## src/hw/rtl/rad_pkg.sv

```systemverilog
// shared types, constants and segment decoding for the range average display driver
`default_nettype none

package rad_pkg;

	// fixed field and register widths, digit count and default window depth
	localparam int unsigned ECHO_W      = 16;
	localparam int unsigned REG_W       = 16;
	localparam int unsigned SHOW_W      = 14;
	localparam int unsigned DIGIT_COUNT = 4;
	localparam int unsigned POS_W       = 2;
	localparam int unsigned WINDOW_DEF  = 10;

	// configuration reset values
	localparam logic [REG_W-1:0] PERIOD_RST = 16'd25;
	localparam logic [REG_W-1:0] SCALE_RST  = 16'd5571;
	localparam logic [REG_W-1:0] MIN_RST    = 16'd20;
	localparam logic [REG_W-1:0] MAX_RST    = 16'd4000;

	// fixed point constants and display limits
	localparam logic [15:0] INCH_RECIP  = 16'd25802;   // 1/2.54 in Q0.16
	localparam logic [15:0] DIV10_RECIP = 16'd52429;   // 1/10 in Q0.19
	localparam int unsigned DIV10_SHIFT = 19;
	localparam logic [SHOW_W-1:0] SHOW_MAX    = 14'd9999;
	localparam logic [SHOW_W-1:0] BLANK_BELOW2 = 14'd100;
	localparam logic [SHOW_W-1:0] BLANK_BELOW3 = 14'd1000;
	localparam logic [3:0] ERR_CODE = 4'd10;

	// display positions with special handling
	localparam logic [POS_W-1:0] POS_POINT = 2'd1;
	localparam logic [POS_W-1:0] POS_TOP2  = 2'd2;
	localparam logic [POS_W-1:0] POS_TOP3  = 2'd3;

	typedef struct packed {
		logic [ECHO_W-1:0] echo_ticks;
		logic              inch_mode;
	} in_t;

	typedef struct packed {
		logic [3:0]       digit_enable;
		logic [7:0]       segments;
		logic [POS_W-1:0] scan_index;
	} out_t;

	typedef enum logic [1:0] {
		REG_UPDATE_PERIOD = 2'd0,
		REG_ECHO_SCALE    = 2'd1,
		REG_MIN_TENTHS    = 2'd2,
		REG_MAX_TENTHS    = 2'd3
	} reg_idx_t;

	typedef enum logic [3:0] {
		ST_IDLE,
		ST_MUL,
		ST_SUM,
		ST_DIV,
		ST_CONV,
		ST_SAT,
		ST_DIG,
		ST_OUT
	} state_t;

	typedef enum logic [1:0] {
		MUL_ECHO,
		MUL_INCH,
		MUL_TEN
	} mul_sel_t;

	typedef struct packed {
		logic     accept;
		mul_sel_t mul_sel;
		logic     mul_load;
		logic     win_rd;
		logic     push;
		logic     div_load;
		logic     oor_load;
		logic     sat_load;
		logic     dig_step;
		logic     out_load;
	} ctrl_cmd_t;

	typedef struct packed {
		logic fire;
		logic dig_last;
	} dp_sts_t;

	// seven segment pattern, segments a-g on bits 0-6
	function automatic logic [6:0] seg_code(input logic [3:0] d);
		logic [6:0] s;
		unique case (d)
			4'd0:    s = 7'h3F;
			4'd1:    s = 7'h06;
			4'd2:    s = 7'h5B;
			4'd3:    s = 7'h4F;
			4'd4:    s = 7'h66;
			4'd5:    s = 7'h6D;
			4'd6:    s = 7'h7D;
			4'd7:    s = 7'h07;
			4'd8:    s = 7'h7F;
			4'd9:    s = 7'h67;
			4'd10:   s = 7'h79;
			default: s = 7'h00;
		endcase
		return s;
	endfunction

endpackage

`default_nettype wire

```

## src/hw/rtl/range_average_seven_segment_driver_unit.sv

```systemverilog
// Multiplexed four digit display driver fed by averaged range samples. Each accepted word is
// one scan tick and yields exactly one display word for the next position in turn (0 to 3).
// A tick that does not refresh goes from accept straight to output load. Every update_period+1
// ticks a refresh runs: scale the echo, push it into the sliding window, average, range check,
// optional inch conversion and decimal split; that tick runs through accept, echo scaling,
// window push, divide by WINDOW through a reciprocal multiply, range check with inch
// conversion, saturation, four digit steps and output load. A stalled display word holds the
// next tick's output load back until it is taken. No clearing pass is needed after reset. Configuration
// registers: 0 update period, 1 echo scale, 2 minimum tenths, 3 maximum tenths.
`default_nettype none

module range_average_seven_segment_driver_unit import rad_pkg::*; #(
	parameter int unsigned WINDOW = WINDOW_DEF
) (
	input  wire logic             clk,
	input  wire logic             arst_n,
	input  wire logic             sample_valid,
	output logic                  sample_stall,
	input  wire in_t              sample_word,
	output logic                  disp_valid,
	input  wire logic             disp_stall,
	output out_t                  disp_word,
	input  wire logic             cfg_we,
	input  wire logic [1:0]       cfg_index,
	input  wire logic [REG_W-1:0] cfg_data
);

	ctrl_cmd_t cmd;
	dp_sts_t   sts;

	// sequencer
	rad_controller u_ctrl (
		.clk          (clk),
		.arst_n       (arst_n),
		.sample_valid (sample_valid),
		.sample_stall (sample_stall),
		.disp_valid   (disp_valid),
		.disp_stall   (disp_stall),
		.sts          (sts),
		.cmd          (cmd)
	);

	// arithmetic and storage
	rad_datapath #(
		.WINDOW (WINDOW)
	) u_dp (
		.clk         (clk),
		.arst_n      (arst_n),
		.sample_word (sample_word),
		.cfg_we      (cfg_we),
		.cfg_index   (cfg_index),
		.cfg_data    (cfg_data),
		.cmd         (cmd),
		.sts         (sts),
		.disp_word   (disp_word)
	);

endmodule

`default_nettype wire

```

## src/hw/rtl/rad_datapath.sv

```systemverilog
// datapath: config registers, sample window, shared multiplier, divider, digit split, output word
`default_nettype none

module rad_datapath import rad_pkg::*; #(
	parameter int unsigned WINDOW = WINDOW_DEF
) (
	input  wire logic                clk,
	input  wire logic                arst_n,
	input  wire in_t                 sample_word,
	input  wire logic                cfg_we,
	input  wire logic [1:0]          cfg_index,
	input  wire logic [REG_W-1:0]    cfg_data,
	input  wire ctrl_cmd_t           cmd,
	output dp_sts_t                  sts,
	output out_t                     disp_word
);

	localparam int unsigned PTR_W  = (WINDOW > 1) ? $clog2(WINDOW) : 1;
	localparam int unsigned SUM_W  = ECHO_W + PTR_W;
	localparam int unsigned DIG_W  = $clog2(DIGIT_COUNT);
	// reciprocal of the window depth, exact for every sum of SUM_W bits
	localparam int unsigned DIV_SH = SUM_W + PTR_W;
	localparam int unsigned M_W    = SUM_W + 2;
	localparam int unsigned QP_W   = SUM_W + M_W;
	localparam logic [M_W-1:0] DIV_M =
		M_W'(((64'd1 << DIV_SH) + 64'(WINDOW) - 64'd1) / 64'(WINDOW));

	logic [REG_W-1:0]  period_q, scale_q, min_q, max_q;
	logic [ECHO_W-1:0] echo_q;
	logic              inch_q;
	logic [REG_W-1:0]  tick_q;
	logic [15:0]       mul_a, mul_b;
	logic [31:0]       mul_p;
	logic [31:0]       prod_q;
	logic [ECHO_W-1:0] win_mem [WINDOW];
	logic [ECHO_W-1:0] rd_q;
	logic [PTR_W-1:0]  ptr_q;
	logic              full_q;
	logic [SUM_W-1:0]  sum_q;
	logic [ECHO_W-1:0] oldest;
	logic [QP_W-1:0]   quot_p;
	logic [15:0]       avg_q;
	logic [15:0]       avg;
	logic              oor_q;
	logic [SHOW_W-1:0] shown_q;
	logic [SHOW_W-1:0] val_q;
	logic [15:0]       conv_v;
	logic [SHOW_W-1:0] sat_v;
	logic [3:0]        dig_q [DIGIT_COUNT];
	logic [DIG_W-1:0]  dig_cnt_q;
	logic [12:0]       quot10;
	logic [SHOW_W-1:0] quot10_x10;
	logic [SHOW_W-1:0] dig_rem;
	logic [POS_W-1:0]  scan_q;
	logic              lit;
	logic [3:0]        cur_d;
	out_t              disp_d;
	out_t              disp_q;

	// configuration writes
	always_ff @(posedge clk or negedge arst_n) begin
		if (!arst_n) begin
			period_q <= PERIOD_RST;
			scale_q  <= SCALE_RST;
			min_q    <= MIN_RST;
			max_q    <= MAX_RST;
		end else if (cfg_we) begin
			unique case (reg_idx_t'(cfg_index))
				REG_UPDATE_PERIOD: period_q <= cfg_data;
				REG_ECHO_SCALE:    scale_q  <= cfg_data;
				REG_MIN_TENTHS:    min_q    <= cfg_data;
				REG_MAX_TENTHS:    max_q    <= cfg_data;
			endcase
		end
	end

	// input word capture
	always_ff @(posedge clk) begin
		if (cmd.accept) begin
			echo_q <= sample_word.echo_ticks;
			inch_q <= sample_word.inch_mode;
		end
	end

	// refresh divider
	assign sts.fire = (tick_q == period_q);

	always_ff @(posedge clk or negedge arst_n) begin
		if (!arst_n) begin
			tick_q <= '0;
		end else if (cmd.accept) begin
			tick_q <= sts.fire ? '0 : tick_q + REG_W'(1);
		end
	end

	// shared multiplier
	always_comb begin
		unique case (cmd.mul_sel)
			MUL_ECHO: begin
				mul_a = echo_q;
				mul_b = scale_q;
			end
			MUL_INCH: begin
				mul_a = avg;
				mul_b = INCH_RECIP;
			end
			MUL_TEN: begin
				mul_a = 16'(val_q);
				mul_b = DIV10_RECIP;
			end
			default: begin
				mul_a = '0;
				mul_b = '0;
			end
		endcase
	end

	assign mul_p = {16'd0, mul_a} * {16'd0, mul_b};

	always_ff @(posedge clk) begin
		if (cmd.mul_load) begin
			prod_q <= mul_p;
		end
	end

	// sample window memory
	always_ff @(posedge clk) begin
		if (cmd.win_rd) begin
			rd_q <= win_mem[ptr_q];
		end
	end

	always_ff @(posedge clk) begin
		if (cmd.push) begin
			win_mem[ptr_q] <= prod_q[31:16];
		end
	end

	// entries not yet written read as zero until the first wrap
	assign oldest = full_q ? rd_q : '0;

	always_ff @(posedge clk or negedge arst_n) begin
		if (!arst_n) begin
			ptr_q  <= '0;
			full_q <= 1'b0;
			sum_q  <= '0;
		end else if (cmd.push) begin
			sum_q <= sum_q - SUM_W'(oldest) + SUM_W'(prod_q[31:16]);
			if (ptr_q == PTR_W'(WINDOW - 1)) begin
				ptr_q  <= '0;
				full_q <= 1'b1;
			end else begin
				ptr_q <= ptr_q + PTR_W'(1);
			end
		end
	end

	// divide by the window depth through a reciprocal multiply
	assign quot_p = QP_W'(sum_q) * QP_W'(DIV_M);
	assign avg    = avg_q;

	always_ff @(posedge clk) begin
		if (cmd.div_load) begin
			avg_q <= quot_p[DIV_SH +: 16];
		end
	end

	// range check, unit conversion and saturation
	assign conv_v = inch_q ? prod_q[31:16] : avg;
	assign sat_v  = (conv_v > 16'(SHOW_MAX)) ? SHOW_MAX : conv_v[SHOW_W-1:0];

	always_ff @(posedge clk or negedge arst_n) begin
		if (!arst_n) begin
			oor_q   <= 1'b1;
			shown_q <= '0;
		end else begin
			if (cmd.oor_load) begin
				oor_q <= (avg < min_q) || (avg > max_q);
			end
			if (cmd.sat_load) begin
				shown_q <= sat_v;
			end
		end
	end

	// decimal split, least significant digit first
	assign quot10     = mul_p[DIV10_SHIFT +: 13];
	assign quot10_x10 = SHOW_W'({quot10, 3'b000}) + SHOW_W'({quot10, 1'b0});
	assign dig_rem    = val_q - quot10_x10;
	assign sts.dig_last = (dig_cnt_q == DIG_W'(DIGIT_COUNT - 1));

	always_ff @(posedge clk) begin
		if (cmd.sat_load) begin
			val_q <= sat_v;
		end else if (cmd.dig_step) begin
			val_q <= SHOW_W'(quot10);
		end
	end

	always_ff @(posedge clk or negedge arst_n) begin
		if (!arst_n) begin
			dig_cnt_q <= '0;
			for (int i = 0; i < DIGIT_COUNT; i++) begin
				dig_q[i] <= '0;
			end
		end else if (cmd.sat_load) begin
			dig_cnt_q <= '0;
		end else if (cmd.dig_step) begin
			dig_q[dig_cnt_q] <= dig_rem[3:0];
			dig_cnt_q        <= dig_cnt_q + DIG_W'(1);
		end
	end

	// scan position and output word
	always_comb begin
		if (oor_q) begin
			lit = (scan_q == POS_TOP3);
		end else begin
			lit = !((shown_q < BLANK_BELOW2) && (scan_q >= POS_TOP2)) &&
			      !((shown_q < BLANK_BELOW3) && (scan_q == POS_TOP3));
		end
		cur_d = oor_q ? ERR_CODE : dig_q[scan_q];
		disp_d.scan_index   = scan_q;
		disp_d.digit_enable = lit ? (4'b0001 << scan_q) : 4'b0000;
		disp_d.segments     = lit ?
			{(scan_q == POS_POINT) && (cur_d != ERR_CODE), seg_code(cur_d)} : 8'h00;
	end

	always_ff @(posedge clk or negedge arst_n) begin
		if (!arst_n) begin
			scan_q <= '0;
		end else if (cmd.out_load) begin
			scan_q <= scan_q + POS_W'(1);
		end
	end

	always_ff @(posedge clk) begin
		if (cmd.out_load) begin
			disp_q <= disp_d;
		end
	end

	assign disp_word = disp_q;

endmodule

`default_nettype wire

```

## src/hw/rtl/rad_controller.sv

```systemverilog
// controller: sequences each tick, through the refresh steps when one is due, and owns both handshakes
`default_nettype none

module rad_controller import rad_pkg::*; (
	input  wire logic      clk,
	input  wire logic      arst_n,
	input  wire logic      sample_valid,
	output logic           sample_stall,
	output logic           disp_valid,
	input  wire logic      disp_stall,
	input  wire dp_sts_t   sts,
	output ctrl_cmd_t      cmd
);

	state_t state_q, state_d;
	logic   out_valid_q;
	logic   out_free;

	// state register
	always_ff @(posedge clk or negedge arst_n) begin
		if (!arst_n) begin
			state_q <= ST_IDLE;
		end else begin
			state_q <= state_d;
		end
	end

	assign out_free = !out_valid_q || !disp_stall;

	// next state and commands
	always_comb begin
		state_d = state_q;
		cmd     = '0;
		unique case (state_q)
			ST_IDLE: begin
				if (sample_valid) begin
					cmd.accept = 1'b1;
					state_d    = sts.fire ? ST_MUL : ST_OUT;
				end
			end
			ST_MUL: begin
				cmd.mul_sel  = MUL_ECHO;
				cmd.mul_load = 1'b1;
				cmd.win_rd   = 1'b1;
				state_d      = ST_SUM;
			end
			ST_SUM: begin
				cmd.push = 1'b1;
				state_d  = ST_DIV;
			end
			ST_DIV: begin
				cmd.div_load = 1'b1;
				state_d      = ST_CONV;
			end
			ST_CONV: begin
				cmd.mul_sel  = MUL_INCH;
				cmd.mul_load = 1'b1;
				cmd.oor_load = 1'b1;
				state_d      = ST_SAT;
			end
			ST_SAT: begin
				cmd.sat_load = 1'b1;
				state_d      = ST_DIG;
			end
			ST_DIG: begin
				cmd.mul_sel  = MUL_TEN;
				cmd.dig_step = 1'b1;
				if (sts.dig_last) begin
					state_d = ST_OUT;
				end
			end
			ST_OUT: begin
				if (out_free) begin
					cmd.out_load = 1'b1;
					state_d      = ST_IDLE;
				end
			end
			default: begin
				state_d = ST_IDLE;
			end
		endcase
	end

	// output word valid flag
	always_ff @(posedge clk or negedge arst_n) begin
		if (!arst_n) begin
			out_valid_q <= 1'b0;
		end else if (cmd.out_load) begin
			out_valid_q <= 1'b1;
		end else if (!disp_stall) begin
			out_valid_q <= 1'b0;
		end
	end

	assign sample_stall = (state_q != ST_IDLE);
	assign disp_valid   = out_valid_q;

	// a loaded word is presented on the next cycle
	a_load_shows: assert property (@(posedge clk) disable iff (!arst_n)
		cmd.out_load |=> disp_valid)
		else $error("output word not presented after load");

	// a tick without refresh goes straight to the output step
	a_plain_tick: assert property (@(posedge clk) disable iff (!arst_n)
		(state_q == ST_IDLE && sample_valid && !sts.fire) |=> (state_q == ST_OUT))
		else $error("plain tick did not reach output step");

	// the divide step hands over to unit conversion
	a_div_done: assert property (@(posedge clk) disable iff (!arst_n)
		(state_q == ST_DIV) |=> (state_q == ST_CONV))
		else $error("divider did not finish into conversion");

	// a held word is never overwritten
	a_no_overwrite: assert property (@(posedge clk) disable iff (!arst_n)
		(disp_valid && disp_stall) |-> !cmd.out_load)
		else $error("stalled output word overwritten");

endmodule

`default_nettype wire
```

## config.mk

```make
export PLATFORM = sky130hd
export DESIGN_NAME = range_average_seven_segment_driver_unit
export DESIGN_NICKNAME = d
export VERILOG_FILES = /design/src/hw/rtl/rad_pkg.sv /design/src/hw/rtl/range_average_seven_segment_driver_unit.sv /design/src/hw/rtl/rad_datapath.sv /design/src/hw/rtl/rad_controller.sv
export SDC_FILE = /design/constraint.sdc
export NUM_CORES = 2
export LEC_CHECK = 0
export BUFFER_PORTS_ARGS = -buffer_cell sky130_fd_sc_hd__buf_2
export CORE_MARGIN = 5
export CORE_UTILIZATION = 35
export CTS_BUF_LIST = sky130_fd_sc_hd__clkbuf_4 sky130_fd_sc_hd__clkbuf_8
export CTS_CLUSTER_DIAMETER = 80
export DETAILED_ROUTE_END_ITERATION = 7
export HOLD_SLACK_MARGIN = 0.15
export PLACE_DENSITY = 0.51
export SKIP_CTS_REPAIR_TIMING = 1
export SLEW_MARGIN = 20
export SYNTH_ARGS = -nofsm -noshare
export SYNTH_HDL_FRONTEND = slang
export SYNTH_SLANG_ARGS = --single-unit
```

## constraint.sdc

```tcl
create_clock -name clk -period 9.2 [get_ports clk]
set_input_delay 0.92 -clock clk [delete_from_list [all_inputs] [get_ports clk]]
set_output_delay 0.92 -clock clk [all_outputs]
set_load 0.01 [all_outputs]
```

==> flow_summary.toml <==
[global_route]
grt_max_degree = 82
grt_use_total_pct = 17.79
grt_pass1_vias = 22301
grt_overflow = 0
grt_pass1_wl_um = 135900
antenna_found_initial = 2

[worst_setup_path]
endpoint_kind = "flop"
cp-start-kind = "flop"
r2r-start = "u_ctrl.state_q[2]"
r2r-end = "u_dp.dig_q[3]"
required_ps = 9740
arrival_ps = 8690
critPathMaxFanout = 81
rr_worst_depth = 26
path_class = "reg2reg"
r2r_setup_slack_ps = 1060

[cts]
numCtsBuffers = 71
cts_tree = "built"
clk_path_buf_depth = 3
clk_latency_ps = 670
root_buffer = "clkbuf_8"
clock-sinks = 395
htree_levels = 3
path_clk_slew_ps = 60

[route]
first_pass_iters = 5
drt_iter0_markers = 1222
drc = 0
vias = 21442
antenna_left = 0
vias_per_cell = 4.870
totalWireLength_um = 87170
wire_per_inst_um = 19.80

[sta]
drv_slew = 0
relSlewSlack_pct = 34.87
hold_ws_ps = 426.8
setup_ws_ps = 1055
hold_viol_final = 0
post-route-min-period_ps = 8145
period_share_pct = 88.53
fmax_mhz = 122.8
worstMarginPinSlew_ps = 966.7
clock_skew_ps = 40.61
setup_viol = 0
fin_tns_setup_ps = 0
rsz0062_at_grt = "false"

[logic_synthesis]
synth-edff-count = 253
ys_warn_count = 0
synth_nets = 3734
ys_async_sr_fraction_pct = 35.95
seq_area_frac_synth_pct = 33.88
syn_inst = 2983
synth_top_cell_area_share_pct = 23.04
ys_ff_latch = 395
syn_area_per_cell_um2 = 11.06
syn_area_um2 = 32980
synth.area.top_cells = "edfxtp_1, fa_1, ha_1"
synth_top_area_cell = "edfxtp_1"
synth_ff_type = "edfxtp_1"
synth_cell_types = 64

[floorplan]
die_h_um = 317.0
num_rows = 112
io_pins = 56
die_area_um2 = 100500
coreArea_um2 = 93470
initial_utilization_pct = 35.28
fp.dieW_um = 317.0

[final_layout]
layout.nets = 3837
drive_gt1_share_pct = 11.92
finalCoreUtilization_pct = 39.13
synthToLayoutAreaGrowth_pct = 10.91

[outcome]
status = "complete, no violations"

[hold_path]
min_to = "u_dp.echo_q[12]"
min_path_cells = 1
hold_class = "in2reg"
worstHoldStart = "sample_word[13]"

[place]
dp_hpwl_um = 68070
place_ws_ps = 855.3
port_buffers = 55
place_congestion = 0.9255

[run]
drv_cap = 0
==> how the worst max path moves through the flow <==
stage                           start              to  slack (ps)  depth (start not counted)
floorplan           u_ctrl.state_q[0]   u_dp.dig_q[3]        1870                         28
global placement    u_ctrl.state_q[2]  u_dp.dig_q[11]         960                         28
detailed placement  u_ctrl.state_q[2]  u_dp.dig_q[15]         860                         28
CTS                 u_ctrl.state_q[2]  u_dp.dig_q[15]         860                         28
global route        u_ctrl.state_q[2]   u_dp.dig_q[3]         530                         26
finish              u_ctrl.state_q[2]   u_dp.dig_q[3]        1060                         26
==> synth_stat cells, drive strengths merged (24+ instances only) <==
cell type	number
a211oi	24
a21o	32
a21oi	82
and2	26
and3	61
clkbuf	63
dfrtp	123
edfxtp	253
fa	348
ha	363
inv	587
mux2	64
mux2i	43
mux4	36
nand2	237
nand3	40
nor2	171
nor2b	24
nor3	26
o21a	28
o21ai	99
xnor2	53
xor2	30
==> final cells by class <==
cell class                 count  area (µm²)
fill                        9189       56890
multi-input combinational   1929       19370
sequential                   395       11180
inverter                     587        2203
tap                         1254        1569
clock buffer                 105        1314
timing repair buffer         102       649.4
clock inverter                27       274.0
antenna                        4       10.01
==> flip-flops by register name (all words and copies together), names as in the netlist, 16 cells and up <==
name           count
u_dp.rd_q         16
u_dp.dig_q        16
u_dp.echo_q       16
u_dp.sum_q        20
u_dp.period_q     16
u_dp.tick_q       16
u_dp.min_q        16
u_dp.scale_q      16
u_dp.avg          16
u_dp.prod_q       16
u_dp.max_q        16
u_dp.win_mem     160
==> stage by stage <==
stage / std cells / instance area (µm²)
after floorplan: 2983 / 32980
after global placement: 4266 / 34960
after detailed placement: 4266 / 34960
after CTS: 4398 / 36550
after global routing: 4401 / 36570
final: 4403 / 36580
==> cells in the final DEF, fill, tap and decap left out, types with 43 or more instances in the layout <==
master and n:
ha_1 363, xnor2_1 53, mux2_2 64, dfrtp_1 120
clkbuf_8 84, nor2_1 169, fa_1 348, and3_1 61
mux2i_1 43, edfxtp_1 253, inv_1 587, nand2_1 237
o21ai_0 93, a21oi_1 79, buf_4 45, buf_2 54
==> layer usage <==
metal  vias to the layer above  wire length [µm]  GRT usage [%]  part of all wire [%]
met5                         -                 0              0                     0
met4                         0              1931          4.440                   2.2
met3                       116              4809          3.343                   5.5
met2                       543             40050          28.15                    46
met1                     10687             40380          25.42                    46
li1                      10096                 -              -                     -
==> critical path, cell delays in order, from the launching register on <==
cell and delay (ps):
dfrtp_1 440, nand2b_4 270, buf_12 310, o21ai_0 800, nand2_1 260, fa_1 560, fa_1 510, inv_1 50
fa_1 540, fa_1 450, fa_1 500, inv_1 50, fa_1 470, inv_1 40, ha_1 340, nand4_1 140
a211oi_1 250, o21a_1 170, a311o_1 350, a21oi_1 170, xnor2_1 360, ha_1 330, nand2_1 60, nand2_1 60
xnor2_1 160, xnor2_1 250, o21ai_0 120
==> kinds of logic (layout without fill, tap and decap cells) <==
kind of cell / after synthesis / after routing / share of synthesized area [%]
and+or+nand+nor: 662 / 662 / 9.273
adders and majority gates: 711 / 711 / 34.90
muxes: 143 / 143 / 5.949
other: 0 / 4 / 0
AOI/OAI and AO/OA: 330 / 330 / 6.291
xor gates and xnor gates: 83 / 83 / 2.204
buffers and inverters: 659 / 821 / 7.501
DFF: 395 / 395 / 33.88
Power is left out: the tool's default activity adds up to more than one toggle a clock period on the data nets, which glitch-free logic cannot reach.
